`src/design/mvt_pkg.sv`:
```
package mvt_pkg;

   localparam int ROW_COUNT = 4;
   localparam int VEC_LEN = 4;
   localparam int COEF_W = 16;
   localparam int COMP_W = 32;
   localparam int ROW_W = COEF_W * VEC_LEN;
   localparam int IDX_W = $clog2(ROW_COUNT);
   localparam int PROD_W = COEF_W + COMP_W;
   localparam int PAIR_W = PROD_W + 1;
   localparam int SUM_W = PAIR_W + 2;
   localparam int FRAC_SHIFT = 12;
   localparam int SHIFT_W = SUM_W - FRAC_SHIFT;
   localparam logic [COEF_W-1:0] COEF_ONE = COEF_W'(1 << FRAC_SHIFT);
   localparam logic signed [SUM_W-1:0] ROUND_HALF = SUM_W'(1 << (FRAC_SHIFT - 1));
   localparam logic signed [COMP_W-1:0] OUT_MAX = {1'b0, {(COMP_W-1){1'b1}}};
   localparam logic signed [COMP_W-1:0] OUT_MIN = {1'b1, {(COMP_W-1){1'b0}}};

   typedef logic [ROW_W-1:0] row_type;
   typedef logic [IDX_W-1:0] idx_type;
   typedef logic signed [COEF_W-1:0] coef_type;
   typedef logic signed [COMP_W-1:0] comp_type;
   typedef logic signed [PROD_W-1:0] prod_type;
   typedef logic signed [PAIR_W-1:0] pair_type;
   typedef logic signed [SUM_W-1:0] sum_type;
   typedef logic signed [SHIFT_W-1:0] shift_type;

   function automatic row_type row_reset(input int i);
      row_type r;
      r = '0;
      r[i*COEF_W +: COEF_W] = COEF_ONE;
      return r;
   endfunction

   function automatic coef_type row_coef(input row_type row, input int j);
      return coef_type'(row[j*COEF_W +: COEF_W]);
   endfunction

endpackage

```
`src/design/mvt_add.sv`:
```
module mvt_add import mvt_pkg::*; (
   input  logic     clock,
   input  logic     reset,
   input  logic     in_valid,
   output logic     in_ready,
   input  prod_type prod[ROW_COUNT][VEC_LEN],
   output logic     out_valid,
   input  logic     out_ready,
   output sum_type  sum[ROW_COUNT]
);

   localparam int PAIRS = VEC_LEN / 2;

   logic     pair_valid_ff;
   logic     sum_valid_ff;
   logic     pair_ready;
   logic     sum_ready;
   pair_type pair_ff[ROW_COUNT][PAIRS];
   pair_type pair_in[ROW_COUNT][PAIRS];
   sum_type  sum_ff[ROW_COUNT];
   sum_type  sum_in[ROW_COUNT];

   assign sum_ready = !sum_valid_ff || out_ready;
   assign pair_ready = !pair_valid_ff || sum_ready;
   assign in_ready = pair_ready;
   assign out_valid = sum_valid_ff;
   assign sum = sum_ff;

   // pair sums, then row sum with rounding bias
   always_comb begin
      for (int i = 0; i < ROW_COUNT; i++) begin
         for (int k = 0; k < PAIRS; k++) begin
            pair_in[i][k] = pair_type'(prod[i][2*k]) + pair_type'(prod[i][2*k+1]);
         end
      end
      for (int i = 0; i < ROW_COUNT; i++) begin
         sum_in[i] = ROUND_HALF;
         for (int k = 0; k < PAIRS; k++) begin
            sum_in[i] = sum_in[i] + sum_type'(pair_ff[i][k]);
         end
      end
   end

   always_ff @(posedge clock) begin
      if (reset) begin
         pair_valid_ff <= 1'b0;
         sum_valid_ff <= 1'b0;
      end else begin
         if (pair_ready) begin
            pair_valid_ff <= in_valid;
         end
         if (sum_ready) begin
            sum_valid_ff <= pair_valid_ff;
         end
      end
   end

   always_ff @(posedge clock) begin
      if (pair_ready && in_valid) begin
         pair_ff <= pair_in;
      end
      if (sum_ready && pair_valid_ff) begin
         sum_ff <= sum_in;
      end
   end

endmodule

```
`config.mk`:
```
export PLATFORM = sky130hd
export DESIGN_NAME = mvt_add
export DESIGN_NICKNAME = d
export VERILOG_FILES = /design/src/design/mvt_pkg.sv /design/src/design/mvt_add.sv
export SDC_FILE = /design/constraint.sdc
export NUM_CORES = 2
export LEC_CHECK = 0
export BUFFER_PORTS_ARGS = -buffer_cell sky130_fd_sc_hd__buf_2
export CAP_MARGIN = 20
export CORE_AREA = 2 2 376 378
export CTS_BUF_LIST = sky130_fd_sc_hd__clkbuf_8
export DETAILED_ROUTE_END_ITERATION = 16
export DIE_AREA = 0 0 378 380
export GPL_TIMING_DRIVEN = 0
export SLEW_MARGIN = 20
export SYNTH_ARGS = -nofsm -noshare
export SYNTH_HDL_FRONTEND = slang
export SYNTH_SLANG_ARGS = --single-unit
```
`constraint.sdc`:
```
create_clock -name clock -period 13.5 [get_ports clock]
set_clock_uncertainty 0.15 [all_clocks]
set_input_delay 1.35 -clock clock [delete_from_list [all_inputs] [get_ports clock]]
set_output_delay 1.35 -clock clock [all_outputs]
set_load 0.02 [all_outputs]
```
* Word-level counts from Yosys, hierarchy flattened
Index checks and enable logic that the tools add are counted.
** Word-level totals
- RAM bits :: 0
- Latch bits :: 0
- Logic and storage cells :: 36
- Output and inout port bits :: 206
- Memories :: 0
- Bits in registers :: 598
- Bits in read-only memories :: 0
- Input bits :: 772
** Cells by class
- Shift-type cells :: 0
- Muxes and demuxes :: 0
- $mul :: 0
- Bitwise gates (word level) :: 0
- Divide/modulo/power cells :: 0
- Equal/unequal tests :: 0
- Reductions and logical operators :: 6
- Add/sub/neg operators :: 16
- $lt $le $gt $ge :: 0
** Operators by type and width (count)
- 48-bit by 48-bit adder with 49-bit output :: 8
- 50-bit by 49-bit adder with 51-bit output :: 4
- 13-bit by 49-bit adder with 50-bit output, first input constant :: 4
- 1-bit logical AND :: 2
- 1-bit zero test :: 2
- 1-bit logical OR :: 2

* Depth between registers and ports, before layout
- Depth in word-level cells :: 4
- Depth in mapped cells :: 16
- Gate-level depth less buffers :: 15

* Worst setup path after synthesis
No wires, ideal clock.
- Path type :: in2reg
- Start :: input port out_ready
- End :: register pair_ff[0] in the netlist's numbering, enable pin
- Arrival :: 10.516 ns
- Path slack :: 2.029 ns
- Stages :: 3
- Path buffers :: 0
- Required time :: 12.545 ns
- Library setup time :: 0.805 ns
- Cells stage by stage :: nor2b_1 -> nand2_1 -> and2_1
** Between the ends
- Longest elaborated chain between the ends :: 3
** RTL lines
- start, declared :: RTL line mvt_add.sv:8 : input logic out_ready,
- 1-bit logical OR :: RTL line mvt_add.sv:23 : assign sum_ready = !sum_valid_ff || out_ready;
- 1-bit logical OR :: RTL line mvt_add.sv:24 : assign pair_ready = !pair_valid_ff || sum_ready;
- net in_ready :: RTL line mvt_add.sv:5 : output logic in_ready,
- 1-bit logical AND :: RTL line mvt_add.sv:59 : if (pair_ready && in_valid) begin
- end signal, assigned :: RTL line mvt_add.sv:60 : pair_ff <= pair_in;
- end, declared :: RTL line mvt_add.sv:18 : pair_type pair_ff[ROW_COUNT][PAIRS];
The timed path passes the listed nets, and every way through them passes these cells.
A chain may end at the register's enable or synchronous reset.

==> impl_metrics.toml <==
[logic_synthesis]
synthDominantCellAreaShare = 0.351
synth-async-reset-ratio = 0
ys_types = 97
yosys_warnings = 0
synth.area.top_cells = "edfxtp_1, ha_1, a21o_1"
ys_seq_area_frac = 0.352
avgSynthCellArea_um2 = 9.89
syn-cell-area_mm2 = 0.0509
synth_cells = 5153
synth_edf_count = 596
synth-seq-cells = 598
syn_nets = 6713
synthTopCellsByCount = "ha_1, edfxtp_1, a21oi_1, a21o_1, nand2_1"
synth_area_leader_cell = "edfxtp_1"
ys.flop_type = "edfxtp_1"
post-synth-top-count-cell = "ha_1"

[min_path]
whs_path_depth = 2
hold_end = "out_valid"
min_path_type = "reg -> reg"
min_from = "pair_valid_ff"

[timing]
finalSetupViolCount = 0
slew-limit-headroom = 0.309
hold_slack_ns = 0.374
finalCritPeriodShare = 0.373
worst_pin_slew_ns = 1.03
hold_violations = 0
drv_slew = 0
fin_crit_ns = 5.04
max_freq_ghz = 0.198
rsz0062_at_grt = "false"

[drt]
drtIter0Drc = 2795
wl_per_cell_um = 22.1
avgViaCountPerCell = 5.43
wirelength_um = 182000
vias = 44800
drtAntennaViolNets = 0
dr.pass1.iters = 9
drcViolationCount = 0

[grt]
grt_pass1_wl_um = 266000
grt_overflow_total = 0
grt_pass1_vias = 43900
track_usage = 0.245
grt_antenna_before_repair = 59
grt_start_max_net_pins = 62

[setup_path]
rrSetupSlack_ns = 8.82
crit_required_ns = 13.93
arrival_ns = 5.47
reg2reg_to = "sum[96]"
worst-path-max-fanout = 4
crit_family = "compound AO/OA/AOI/OAI gates"
cp-start-kind = "input pin"
r2r_start = "pair_ff[99]"
end_kind = "flop"
ff2ff_path_depth = 15
slowest_delay_ns = 0.83
crit_slowest_cell = "a211oi_1"
cp_cell_sequence = "buf_2, ha_1, o21ai_0, nor2b_1, a211oi_1, a21oi_1, o31ai_1, a221oi_1, o31a_1, o21bai_1, nand2_1, a21oi_1"
critical_path_class = "in -> reg"
cp_common_cell = "a21oi_1"
crit_buf_inv = 1

[power]
ir_drop_uv = 80.9
p_total_w = 0.00823
p_leak_nw = 27.7
power_density_mw_per_mm2 = 135

[cts]
cts_hold_buf = 0
clockRootBuffer = "clkbuf_8"
cts_tree = "done"
clk_latency_ns = 0.82
cts_buffers = 112
cts.sinks = 598
clock_path_buffers = 3
clkTransAtPathRegs_ns = 0.06
cts_resized = 0
cts_setup_buffers = 0
htree_levels = 3

[floorplan]
num_rows = 137
die_h_um = 380
die-width_um = 378
core_area_mm2 = 0.139
die-area_mm2 = 0.144
start_util = 0.366
io_pins = 978

[placement]
gp_congestion = 0.976
portBuffers = 977
placed_area_mm2 = 0.0586
hpwl_um = 156000

[layout]
final_layout_size_suffix_gt1_frac = 0.194
fin_area_mm2 = 0.0609
layout.nets = 7821
utilization = 0.438
area_delta_synth_final_pct = 19.5

[run]
drv_cap = 0

[run_status]
status = "finished clean"
==> per-stage QoR <==
stage	cells	TNS, ns	worst slack (ns)
detailed placement	8023	0	7.73
floorplan	5153	0	2.03
global route	8247	0	8.33
global placement	8006	-1427.83	-3.52
CTS	8228	0	8.64
finish	8252	0	8.46
==> kinds of logic after synthesis <==
family	share of synthesized area
buffers and inverters	0.0240
AO/OA/AOI/OAI	0.226
XOR/XNOR	0.0913
AND/OR/NAND/NOR	0.111
multiplexers	0.000835
flip-flops	0.352
adder cells (fa/ha/maj)	0.195
==> how the worst max path moves through the flow <==
stage          startpoint           end  depth (start not counted)
2_1_floorplan   out_ready    pair_ff[0]                          3
3_3_place_gp    out_ready       sum[48]                          3
3_5_place_dp    prod[673]  pair_ff[388]                         13
4_1_cts         prod[673]  pair_ff[388]                         13
5_1_grt         prod[673]  pair_ff[388]                         13
6_report        prod[725]  pair_ff[388]                         12
==> registers in the layout, indices dropped and copies added, names as in the netlist <==
register and count:
pair_ff 392, out_valid 1, sum 204, pair_valid_ff 1
==> power by group <==
group | leakage, nW | switching (W) | internal (W)
registers | 5.76 | 0.000136 | 0.00257
clock network | 1.22 | 0.000832 | 0.000962
logic | 20.8 | 0.00228 | 0.00145
==> worst min-delay path, delay by kind of cell, from the launching register on <==
kind / cells / cell delay (ns)
AND/OR/NAND/NOR: 2 / 0.15
flip-flops: 1 / 0.33
==> per-layer routing <==
layer / vias to the layer above / part of all wire / global-route usage
met5: - / 0.0010 / 0
met4: 28 / 0.040 / 0.102
met3: 327 / 0.058 / 0.0414
met2: 1453 / 0.48 / 0.415
met1: 21100 / 0.42 / 0.305
li1: 21800 / - / -
==> area by class of cell <==
cell class / count / area [µm²]
Inverter: 156 / 586
Clock buffer: 114 / 1570
Timing Repair Buffer: 994 / 5300
Sequential cell: 598 / 17900
Antenna cell: 24 / 60.1
Multi-Input combinational cell: 4233 / 31800
Clock inverter: 91 / 673
Buffer: 166 / 639
Fill cell: 13700 / 78300
Tap cell: 1876 / 2350
==> placed cells by master (no fill, tap or decap), types with 29 or more instances in the layout <==
cell type | netlist | routed
xor2_1 | 207 | 207
clkbuf_1 | 156 | 156
clkbuf_8 | 0 | 114
nand2b_1 | 49 | 49
nand4_1 | 130 | 130
nand3_1 | 112 | 112
o21bai_1 | 91 | 91
a31oi_1 | 61 | 61
ha_1 | 776 | 776
buf_2 | 5 | 982
nand2_1 | 326 | 326
and3_1 | 48 | 48
o211ai_1 | 29 | 29
o21a_1 | 60 | 60
inv_1 | 156 | 178
o21ai_0 | 254 | 254
edfxtp_1 | 596 | 596
nor2_1 | 252 | 252
a21oi_1 | 562 | 562
nor3_1 | 50 | 50
a211oi_1 | 54 | 54
nor2b_1 | 86 | 85
xnor2_1 | 324 | 324
a21o_1 | 391 | 391
No activity file was read; power rests on OpenSTA's default activity.
