[src/design/mvt_pkg.sv]
package mvt_pkg;

   localparam int ROW_COUNT = 4;
   localparam int VEC_LEN = 4;
   localparam int COEF_W = 16;
   localparam int COMP_W = 32;
   localparam int ROW_W = COEF_W * VEC_LEN;
   localparam int IDX_W = $clog2(ROW_COUNT);
   localparam int PROD_W = COEF_W + COMP_W;
   localparam int PAIR_W = PROD_W + 1;
   localparam int SUM_W = PAIR_W + 2;
   localparam int FRAC_SHIFT = 12;
   localparam int SHIFT_W = SUM_W - FRAC_SHIFT;
   localparam logic [COEF_W-1:0] COEF_ONE = COEF_W'(1 << FRAC_SHIFT);
   localparam logic signed [SUM_W-1:0] ROUND_HALF = SUM_W'(1 << (FRAC_SHIFT - 1));
   localparam logic signed [COMP_W-1:0] OUT_MAX = {1'b0, {(COMP_W-1){1'b1}}};
   localparam logic signed [COMP_W-1:0] OUT_MIN = {1'b1, {(COMP_W-1){1'b0}}};

   typedef logic [ROW_W-1:0] row_type;
   typedef logic [IDX_W-1:0] idx_type;
   typedef logic signed [COEF_W-1:0] coef_type;
   typedef logic signed [COMP_W-1:0] comp_type;
   typedef logic signed [PROD_W-1:0] prod_type;
   typedef logic signed [PAIR_W-1:0] pair_type;
   typedef logic signed [SUM_W-1:0] sum_type;
   typedef logic signed [SHIFT_W-1:0] shift_type;

   function automatic row_type row_reset(input int i);
      row_type r;
      r = '0;
      r[i*COEF_W +: COEF_W] = COEF_ONE;
      return r;
   endfunction

   function automatic coef_type row_coef(input row_type row, input int j);
      return coef_type'(row[j*COEF_W +: COEF_W]);
   endfunction

endpackage

[src/design/mvt_sat.sv]
module mvt_sat import mvt_pkg::*; (
   input  logic     clock,
   input  logic     reset,
   input  logic     in_valid,
   output logic     in_ready,
   input  sum_type  sum[ROW_COUNT],
   output logic     out_valid,
   input  logic     out_ready,
   output comp_type res[ROW_COUNT],
   output logic     saturated
);

   logic      valid_ff;
   comp_type  res_ff[ROW_COUNT];
   comp_type  res_in[ROW_COUNT];
   logic      sat_ff;
   logic      sat_in;
   shift_type shifted;
   logic      over;

   assign in_ready = !valid_ff || out_ready;
   assign out_valid = valid_ff;
   assign res = res_ff;
   assign saturated = sat_ff;

   always_comb begin
      sat_in = 1'b0;
      shifted = '0;
      over = 1'b0;
      for (int i = 0; i < ROW_COUNT; i++) begin
         shifted = shift_type'(sum[i] >>> FRAC_SHIFT);
         // upper bits must all match the sign of the 32-bit result
         over = !((&shifted[SHIFT_W-1:COMP_W-1]) || !(|shifted[SHIFT_W-1:COMP_W-1]));
         if (over) begin
            res_in[i] = shifted[SHIFT_W-1] ? OUT_MIN : OUT_MAX;
         end else begin
            res_in[i] = shifted[COMP_W-1:0];
         end
         sat_in = sat_in | over;
      end
   end

   always_ff @(posedge clock) begin
      if (reset) begin
         valid_ff <= 1'b0;
      end else if (in_ready) begin
         valid_ff <= in_valid;
      end
   end

   always_ff @(posedge clock) begin
      if (in_ready && in_valid) begin
         res_ff <= res_in;
         sat_ff <= sat_in;
      end
   end

endmodule

[config.mk]
export PLATFORM = sky130hd
export DESIGN_NAME = mvt_sat
export DESIGN_NICKNAME = d
export VERILOG_FILES = /design/src/design/mvt_pkg.sv /design/src/design/mvt_sat.sv
export SDC_FILE = /design/constraint.sdc
export NUM_CORES = 1
export LEC_CHECK = 0
export BUFFER_PORTS_ARGS = -buffer_cell sky130_fd_sc_hd__buf_4
export CAP_MARGIN = 10
export CELL_PAD_IN_SITES_DETAIL_PLACEMENT = 0
export CELL_PAD_IN_SITES_GLOBAL_PLACEMENT = 1
export CORE_AREA = 2 2 133 135
export CTS_BUF_LIST = sky130_fd_sc_hd__clkbuf_8
export DETAILED_ROUTE_END_ITERATION = 8
export DIE_AREA = 0 0 135 137
export PLACE_DENSITY = 0.84
export SLEW_MARGIN = 20
export SYNTH_ARGS = -nofsm -noshare
export SYNTH_HDL_FRONTEND = slang
export SYNTH_SLANG_ARGS = --single-unit
export TNS_END_PERCENT = 10
[constraint.sdc]
create_clock -name clock -period 12.25 [get_ports clock]
set_input_delay 1.8375 -clock clock [delete_from_list [all_inputs] [get_ports clock]]
set_output_delay 1.8375 -clock clock [all_outputs]
set_load 0.03 [all_outputs]
Word level (Yosys, flattened, before mapping) --
Index checks and enable logic that the tools add are counted.
Operators by class: mux-type cells 8, bitwise operators 3, reduce and logical (&&, ||, !) cells 23
Operator list (number):
- 32-bit two-way mux | 8
- 8-bit AND reduction | 4
- 8-bit OR reduction | 4
- 1-bit zero test | 9
- 1-bit logical OR | 5
- 1-bit OR | 3
- 1-bit logical AND | 1
Storage, ports and cells: flip-flop bits (word level) 130, input bits 208, output and inout port bits 131, word-level logic and storage cells 40

Longest topological paths before layout --
Gate-level depths: netlist (run 1).
depth after elaboration 7, depth in mapped cells 5, mapped depth without buffers 4

Worst setup path after synthesis (run 1) --
Ideal clock, no wire load.
path type input-to-reg, start point input port out_ready, end point register res_ff, in the netlist res[0], enable pin, library setup time 503 ps, arrival 5181 ps, data required time 11747 ps, setup slack 6566 ps, stages on the path 2, path buffers 0, cells stage by stage nand2b_1 > and2_1
Between the ends: longest elaborated chain between the ends 2
Ends and longest elaborated chain:
- start: declaration | line mvt_sat.sv:8 | input logic out_ready,
- 1-bit logical OR | line mvt_sat.sv:21 | assign in_ready = !valid_ff || out_ready;
- 1-bit logical AND | line mvt_sat.sv:52 | if (in_ready && in_valid) begin
- end signal: assignment | line mvt_sat.sv:53 | res_ff <= res_in;
- end: declaration | line mvt_sat.sv:14 | comp_type res_ff[ROW_COUNT];
No other way between the ends. A chain may end at the register's enable or synchronous reset.

Final worst setup path (run 1) --
start point input port out_ready, end point output port in_ready
Between the ends: longest elaborated chain between the ends 1
Ends and longest elaborated chain:
- 1-bit logical OR | line mvt_sat.sv:21
- end: declaration | line mvt_sat.sv:5 | output logic in_ready,
No other way between the ends.

==> metrics.yaml, run 1 <==
timing.rr.end: "res[44]"
dr_total_vias: 3832
fin_setup_tns_ps: 0
finalInstanceArea_um2: 8050
synthFlopType: "edfxtp_1"
clk_path_buf_depth: 2
ys_warn_count: 0
rr_worst_depth: 3
drive_above_1_share_pct: 54.2
wl_per_cell_um: 16.4
top_layer: "met4"
period_share_pct: 33.7
area_delta_synth_final_pct: 51.1
cp_num_cells: 3
rsz0062_at_grt: "no"
pin_count: 339
wl_met3_mm: 1.20
place_area_um2: 7560
die_y_um: 137
synth_seq_cells: 130
post_cts_buffers: 0
crit_buf_inv: 2
crit_chain: "buf_4 > nand2b_1 > buf_4"
gp_congestion: 0.771
power_frac_clock_pct: 39.4
tritoncts: "yes"
dp_hpwl_mm: 9.87
numPlacedInstances: 806
worstSetupPathType: "primary input to output pin"
overflow: 0
cts_hold_buf: 0
fillers: 1538
die_area_um2: 18500
path_delay_family: "buffers and inverters"
antenna_found_initial: 0
holdWs_ps: 564
clock_sinks: 130
num_antenna_cells: 0
cts_resized: 0
synth_edf_count: 129
synth_area_leader_cell: "edfxtp_1"
clk_pin_slew_ps: 80
grt_pass1_wl_mm: 20.6
critPathMaxStageDelay_ps: 180
yosysTopAreaCellShare_pct: 72.7
ys_top_cells_by_area: "edfxtp_1 (73%), a21o_1 (17%), buf_6 (4.4%)"
path_max_fanout: 3
syn_nets: 523
crit_path_end: "in_ready"
route.detailed.drc: 0
skew_ps: 12.7
drt_wl_total_mm: 13.7
cp-end-kind: "output pin"
worstHoldPathCells: 2
row_count: 48
cp-start-kind: "primary input"
final.min_clock_period_ps: 4120
p_leak_nw: 3.90
drtAntennaViolNets: 0
p_int_mw: 0.880
numCtsBuffers: 17
yosys-top-cells-count: "edfxtp_1 (129), a21o_1 (124), buf_6 (21), nand4_1 (9), nor4_1 (8)"
maxCapViolations: 0
grt_util_all_layers_pct: 14.5
synth_area_um2: 5330
vias_per_cell: 4.57
ys_types: 15
clock_latency_ps: 430
p_sw_mw: 0.276
drt-met1-wl_mm: 5.08
portBuffers: 290
hold_viol: 0
path_common_cell: "buf_4"
finalSetupViolCount: 0
irDropWorstVdd_mv: 0.0723
power_density_nw_per_um2: 144
synth-async-reset-ratio_pct: 0
worstPathRequired_ps: 10410
drt-pass1-iter-count: 4
worstPathArrival_ps: 2290
synth_seq_area_share_pct: 73.0
synthCells: 315
p_sw_share_pct: 23.9
grt_start_max_net_pins: 72
initial_core_util_pct: 31.3
syn_avg_cell_area_um2: 16.9
ctsRootBufferMaster: "clkbuf_8"
max_freq_ghz: 0.243
fin_nets: 808
core_area_um2: 17100
grt_pass1_vias: 4015
synth_most_common_cell: "edfxtp_1"
hp-class: "flop to flop"
slowest_stage: "buf_4"
drt_iter0_drc: 233
die_w_um: 135
fin_cells: 838
wl_met2_mm: 7.20
pwr-share-seq_pct: 45.7
report.final.slew_viol_count: 0
r2r_start: "out_valid"
max-slew-margin-rel_pct: 40.3
combinationalPowerShare_pct: 14.9
p_total_mw: 1.16
worst_pin_slew_ps: 896
status: "finished clean"
r2r_slack_ps: 9840
crit_path_start: "out_ready"
h-tree-depth: 4
## worst min-delay path, stage by stage, from the launching register on
cell      delay, ps
dfxtp_1         330
nand2b_1        120
a21oi_1          80
## area by class of cell
| type | instances | area [um2] | share of cell area (%) |
|---|---|---|---|
| Sequential cell | 130 | 3890 | 48.3 |
| Inverter | 1 | 3.75 | 0.0466 |
| Clock inverter | 15 | 264 | 3.28 |
| Tap cell | 225 | 282 | 3.50 |
| Timing Repair Buffer | 294 | 2210 | 27.4 |
| Multi-Input combinational cell | 156 | 1170 | 14.5 |
| Clock buffer | 17 | 234 | 2.91 |
## cells by family after synthesis
| kind of cell | after synthesis | share of synthesized area [%] |
|---|---|---|
| compound gates | 129 | 18.2 |
| buf+inv | 29 | 5.21 |
| flops | 130 | 73.0 |
| simple gates | 27 | 3.54 |
## layer usage
layer / up-vias / global-route usage (%)
met5: - / 0
met4: 0 / 5.61
met3: 16 / 5.85
met2: 183 / 25.0
met1: 1842 / 16.2
li1: 1791 / -
## state kept, by name (all words and copies together) (netlist names)
signal	cells
out_valid	1
res	128
saturated	1
## how the worst min path moves through the flow
stage	startpoint	endpoint	slack, ps
after floorplan	out_valid	out_valid	860
after global placement	out_valid	out_valid	540
after detailed placement	out_valid	out_valid	550
after CTS	out_valid	out_valid	570
after global routing	out_valid	out_valid	610
final	out_valid	out_valid	560
## placed cells by master, fill, tap and decap left out
master,count
a21oi_1,1
a21o_1,124
inv_6,1
inv_1,3
nor2b_4,4
clkinv_1,1
edfxtp_1,129
bufinv_16,7
clkinvlp_4,1
o21ai_2,3
buf_4,294
clkinv_4,3
nor4_1,8
dfxtp_1,1
o21ai_4,1
nand2b_1,1
clkbuf_8,17
and2_4,1
nand2_1,4
nand4_1,9
## metrics by stage
| step | utilization [%] | worst slack [ps] |
|---|---|---|
| final | 47.2 | 8130 |
| after detailed placement | 44.3 | 8130 |
| after floorplan | - | 6570 |
| after global placement | 44.3 | 8140 |
| after global routing | 47.2 | 8100 |
| after CTS | 47.2 | 8120 |
## power by group through the flow
stage                     Clock, mW  Combinational, mW  Sequential (mW)
after floorplan                   0             0.0360            0.593
after global placement            0              0.171            0.537
after detailed placement          0              0.174            0.538
after CTS                     0.470              0.174            0.528
after global routing          0.488              0.183            0.530
final                         0.456              0.172            0.528
Note: power is estimated with default switching activity, not from simulation.
==> inputs of run 2 (changes only) <==
Settings changed: CORE_AREA 2 2 133 135 to 2 2 132 134, DIE_AREA 0 0 135 137 to 0 0 134 136, PLACE_DENSITY 0.84 to 0.85.
Clock period 12.25 ns to 3.81 ns, I/O delays scaled along.
==> run 2 against run 1 <==
Sequential power rose to 3.2 times the previous value. Critical path type is now flop to flop. Worst setup slack worse by 6100 ps. Largest power group unchanged. Critical path depth unchanged.
==> metrics.yaml, run 2 (synthesized netlist as in run 1, its figures left out) <==
drt_iter0_drc: 183  # -21%
grt_pass1_wl_mm: 20.4  # -0.77%
ctsRootBufferMaster: "clkbuf_8"
dr_total_vias: 3886  # +1.4%
clk_pin_slew_ps: 70  # about the same
fin_cells: 839  # +0.12%
skew_ps: 5.49  # -7.21 ps
rsz0062_at_grt: "no"
cts_hold_buf: 0  # unchanged
dpl_worst_slack_ps: 1640  # -6490 ps
tritoncts: "yes"
drtAntennaViolNets: 0  # unchanged
cp-start-kind: "flop"
p_sw_mw: 0.882  # +220%
final.min_clock_period_ps: 1770
combinationalPowerShare_pct: 15.9  # +1.0 points
antenna_found_initial: 0  # unchanged
drt-pass1-iter-count: 4  # unchanged
overflow: 0  # unchanged
fin_setup_tns_ps: 0  # unchanged
grt_start_max_net_pins: 68  # -5.6%
row_count: 48  # unchanged
status: "finished clean"
grt_pass1_vias: 3970  # -1.1%
worstPathArrival_ps: 1870  # -420 ps
largest_reg_flops: 128  # unchanged
finalInstanceArea_um2: 8000  # -0.70%
irDropWorstVdd_mv: 0.226  # +210%
maxCapViolations: 0  # unchanged
wl_per_cell_um: 16.3  # -0.18%
cts_resized: 0  # unchanged
power_density_nw_per_um2: 439  # +210%
fin_ws_ps: 2040  # -6090 ps
post_cts_buffers: 0  # unchanged
core_area_um2: 16900  # -1.1%
worst_pin_slew_ps: 878  # -18.5 ps
worstSetupPathType: "flop to flop"
clock_sinks: 130  # unchanged
path_max_fanout: 67  # +64
p_sw_share_pct: 25.1  # +1.2 points
num_antenna_cells: 0  # unchanged
final_cell_mix: "buf_4 (295), edfxtp_1 (129), a21o_1 (124)"
numPlacedInstances: 808  # +0.25%
grt_util_all_layers_pct: 14.7  # +0.22 points
max-slew-margin-rel_pct: 41.5  # +1.2 points
fin_nets: 810  # +0.25%
initial_core_util_pct: 31.6  # +0.33 points
vias_per_cell: 4.63  # +1.3%
finalSetupViolCount: 0  # unchanged
drive_above_1_share_pct: 54.6  # +0.40 points
portBuffers: 290  # unchanged
route.detailed.drc: 0  # unchanged
gp_congestion: 0.809  # +5.0%
p_leak_nw: 3.86  # -0.79%
area_delta_synth_final_pct: 50.0
worstPathRequired_ps: 3910  # -6500 ps
drt_wl_total_mm: 13.7  # about the same
cp-end-kind: "flop"
p_int_mw: 2.63  # +200%
pwr-share-seq_pct: 48.3  # +2.6 points
pin_count: 339  # unchanged
period_share_pct: 46.5
hold_viol: 0  # unchanged
die_area_um2: 18200  # -1.5%
h-tree-depth: 4  # unchanged
clk_path_buf_depth: 2  # unchanged
clock_latency_ps: 430  # about the same
dp_hpwl_mm: 10.1  # +1.9%
die_w_um: 134  # -0.74%
fillers: 1496  # -2.7%
die_y_um: 136  # -0.73%
report.final.slew_viol_count: 0  # unchanged
final_common_cell: "buf_4"
power_frac_clock_pct: 35.8  # -3.6 points
max_freq_ghz: 0.564
place_area_um2: 7580  # +0.26%
numCtsBuffers: 17  # unchanged
hp-class: "primary input to flop"
-- run 2: cell count changes in the layout (fill, tap and decap cells not counted), moves of 2 or more --
cell	change
bufinv_16	-3
clkinv_4	-2
inv_1	-2
clkinvlp_4	+2
clkinv_2	+3
-- run 2: cell type report --
type	count	area (um2)	share of cell area, %
well taps	225	282	3.52
repair buffers	296	2230	27.9
multi-input cells	156	1160	14.5
clock inverters	14	188	2.35
clock buffers	17	234	2.93
inverters	1	3.75	0.0469
flip-flops and latches	130	3890	48.7
-- run 2: per-layer routing --
| metal | global-route usage [%] | wire (um) |
|---|---|---|
| met5 | 0 | 0 |
| met1 | 15.8 | 5060 |
| met4 | 6.91 | 314 |
| met2 | 25.2 | 6980 |
| met3 | 6.30 | 1350 |
-- run 2: worst max-delay path, cell delays in order (launching register included) --
cell	delay, ps
dfxtp_1	310
nand2b_1	110
and2_4	550
buf_12	390
-- run 2: worst paths after layout --
kind	from	endpoint	slack (ps)	cells past startpoint
setup reg to reg	out_valid	res[127]	2040	3
hold reg to reg	out_valid	out_valid	540	2
setup / recovery	out_valid	res[127]	2040	3
hold / removal	reset	out_valid	290	2
-- run 2: per-stage QoR --
stage	utilization [%]	total power, mW	hold slack (ps)
after global routing	47.4	3.66	249
final	47.4	3.51	290
after global placement	44.9	2.28	514
after detailed placement	44.9	2.29	532
after floorplan	-	2.02	641
after CTS	47.4	3.56	255
-- run 2: power by group through the flow --
| stage | Combinational (mW) | Sequential, mW | Clock (mW) |
|---|---|---|---|
| 2_1_floorplan | 0.116 | 1.90 | 0 |
| 3_3_place_gp | 0.554 | 1.73 | 0 |
| 3_5_place_dp | 0.564 | 1.73 | 0 |
| 4_1_cts | 0.565 | 1.70 | 1.30 |
| 5_1_grt | 0.592 | 1.71 | 1.36 |
| 6_report | 0.558 | 1.70 | 1.26 |
==> inputs of run 3 (changes only) <==
Settings changed: ABC_AREA set to 1, CORE_AREA 2 2 132 134 to unset, CORE_MARGIN set to 2, CORE_UTILIZATION set to 29, DIE_AREA 0 0 134 136 to unset, PLACE_DENSITY 0.85 to 0.84.
Clock period 3.81 ns to 1.6 ns, I/O delays scaled along.
==> run 3 against run 2 <==
Clock skew grew 4.3 ps. Total power grew 140%. Register-to-register slack lost 1700 ps. Sequential share of layout area shrank 2.3 points. Largest power group unchanged.
==> metrics.yaml, run 3 <==
status: "finished clean"
report.final.slew_viol_count: 0  # unchanged
path_common_cell: "nand2_1"
final_common_cell: "buf_4"
yosysTopAreaCellShare_pct: 70.7  # -1.9 points
path_max_fanout: 5  # -93%
num_antenna_cells: 0  # unchanged
hp-start: "sum[129]"
worstPathRequired_ps: 1780  # -2130 ps
ys_top_cells_by_area: "edfxtp_1 (71%), nand2_1 (19%), buf_6 (3.7%)"
core_area_um2: 18600  # +10%
hp-class: "primary input to flop"
holdWs_ps: 79.6  # -211 ps
ys_warn_count: 0  # unchanged
r2r_slack_ps: 310  # -1730 ps
vias_per_cell: 4.21  # -9.1%
rsz0062_at_grt: "no"
cp-start-kind: "primary input"
synth-async-reset-ratio_pct: 0  # unchanged
row_count: 50  # +4.2%
drt_iter0_drc: 170  # -7.1%
worstSetupPathType: "primary input to flop"
place_area_um2: 7900  # +4.3%
fin_nets: 992  # +22%
drt-pass1-iter-count: 5  # +1
synth_area_um2: 5480  # +2.7%
crit_path_start: "sum[101]"
finalSetupViolCount: 0  # unchanged
ctsRootBufferMaster: "clkbuf_8"
period_share_pct: 93.2
finalInstanceArea_um2: 8400  # +5.0%
portBuffers: 290  # unchanged
overflow: 0  # unchanged
clock_sinks: 130  # unchanged
power_density_nw_per_um2: 994  # +130%
min_to: "res[79]"
skew_ps: 9.82  # +4.33 ps
dr_total_vias: 4343  # +12%
grt_util_all_layers_pct: 14.5  # -0.20 points
clk_pin_slew_ps: 90  # +20 ps
yosys-top-cells-count: "nand2_1 (270), edfxtp_1 (129), nor2_1 (24), buf_6 (18), nand2_2 (10)"
drt_wl_total_mm: 14.8  # +8.4%
numCtsBuffers: 17  # unchanged
irDropWorstVdd_mv: 0.435  # +93%
slowest_stage: "dlygate4sd3_1"
final_cell_mix: "buf_4 (300), nand2_1 (270), edfxtp_1 (129)"
tritoncts: "yes"
die_area_um2: 20000  # +9.8%
drive_above_1_share_pct: 45.0  # -9.5 points
synth_most_common_cell: "nand2_1"
clk_path_buf_depth: 2  # unchanged
gp_congestion: 0.790  # -2.3%
max-slew-margin-rel_pct: 75.1  # +34 points
hold_viol: 0  # unchanged
crit_buf_inv: 4  # +3
timing.rr.end: "res[43]"
rr_worst_depth: 2  # -1
dp_hpwl_mm: 10.7  # +6.4%
post-route-util_pct: 45.1  # -2.3 points
synth_edf_count: 129  # unchanged
fin_setup_tns_ps: 0  # unchanged
drtAntennaViolNets: 0  # unchanged
fillers: 1823  # +22%
route.detailed.drc: 0  # unchanged
syn_nets: 688  # +32%
die_y_um: 141  # +4.0%
critPathMaxStageDelay_ps: 530  # -20 ps
ys_types: 12  # -3
largest_reg_flops: 128  # unchanged
r2r_start: "out_valid"
grt_pass1_vias: 4330  # +9.1%
crit_chain: "dlygate4sd3_1 > buf_4 > nor2_1 > nand2_1 > o21ai_4 > buf_12 > nand2_1 > inv_1 > nand2_1"
worstHoldPathCells: 3  # +1
synth_seq_area_share_pct: 71.1  # -2.0 points
cp-end-kind: "flop"
synth_seq_cells: 130  # unchanged
antenna_found_initial: 0  # unchanged
maxCapViolations: 0  # unchanged
area_delta_synth_final_pct: 53.4
grt_pass1_wl_mm: 22.6  # +10%
synthCells: 480  # +52%
die_w_um: 141  # +5.5%
p_leak_nw: 3.71  # -4.0%
max_freq_ghz: 0.671
pin_count: 339  # unchanged
grt_start_max_net_pins: 67  # -1.5%
dpl_worst_slack_ps: 149  # -1490 ps
clock_latency_ps: 420  # about the same
wl_per_cell_um: 14.4  # -12%
worst_pin_slew_ps: 374  # -504 ps
synth_area_leader_cell: "edfxtp_1"
synthFlopType: "edfxtp_1"
h-tree-depth: 4  # unchanged
fin_ws_ps: 109  # -1930 ps
path_delay_family: "buffers and inverters"
initial_core_util_pct: 29.4  # -2.2 points
cts_resized: 0  # unchanged
final.min_clock_period_ps: 1490
syn_avg_cell_area_um2: 11.4  # -33%
worstPathArrival_ps: 1670  # -200 ps
-- run 3: cell count changes after synthesis, sizes merged, moves of 7 or more --
cell | before | now
a21o | 124 | 0
inv | 1 | 8
nand2 | 4 | 280
nand4 | 9 | 0
nor2 | 0 | 24
nor4 | 8 | 0
-- run 3: metrics by stage --
step	cells	power (mW)
4_1_cts	1028	8.48
2_1_floorplan	480	4.77
3_3_place_gp	991	5.44
5_1_grt	1031	8.71
6_report	1031	8.35
3_5_place_dp	991	5.46
-- run 3: power breakdown --
group	switching, mW	leakage [nW]	total (mW)	internal [mW]
Sequential	0.0547	1.26	4.04	3.99
Clock	1.41	0.201	2.97	1.56
Combinational	0.767	2.25	1.33	0.567
-- run 3: per-layer routing --
layer	GRT usage (%)	part of all wire [%]	vias to the layer above
met1	16.2	39	1963
met2	24.8	50	188
met3	5.91	8.7	19
met5	0	0	-
met4	5.84	2.4	0
li1	-	-	2173
-- run 3: worst register-to-register path: cells and delay by family, from the launching register on --
family / cells / cell delay [ps]
flip-flops: 1 / 360
buffers and inverters: 1 / 340
AO/OA/AOI/OAI: 1 / 200
-- run 3: area by class of cell --
cell class / instances / area [um2] / area share [%]
clock buffers: 17 / 234 / 2.79
clock inverters: 15 / 181 / 2.16
inverters: 8 / 30.0 / 0.357
multi-input cells: 314 / 1300 / 15.5
flip-flops and latches: 130 / 3900 / 46.4
well taps: 234 / 293 / 3.49
repair buffers: 313 / 2460 / 29.3
-- run 3: kinds of logic (layout without fill, tap and decap cells) --
group | Yosys count | after routing | synth area share, %
flops | 130 | 130 | 71.1
simple gates | 304 | 304 | 21.3
compound gates | 10 | 10 | 2.28
buf+inv | 36 | 353 | 5.34
-- run 3: how the worst max path moves through the flow --
stage                end  slack [ps]  cells after the start
2_1_floorplan     res[0]       -1400                      1
3_3_place_gp     res[57]         170                      7
3_5_place_dp     res[42]         150                      7
4_1_cts          res[42]          90                      8
5_1_grt          res[40]          40                      8
6_report       saturated         110                      9
-- run 3: what timing repair did --
action                     4_1_cts  5_1_grt
setup endpoints to repair        0        4
setup buffers                    0        3
hold endpoints to repair         5        0
hold buffers                     5        0
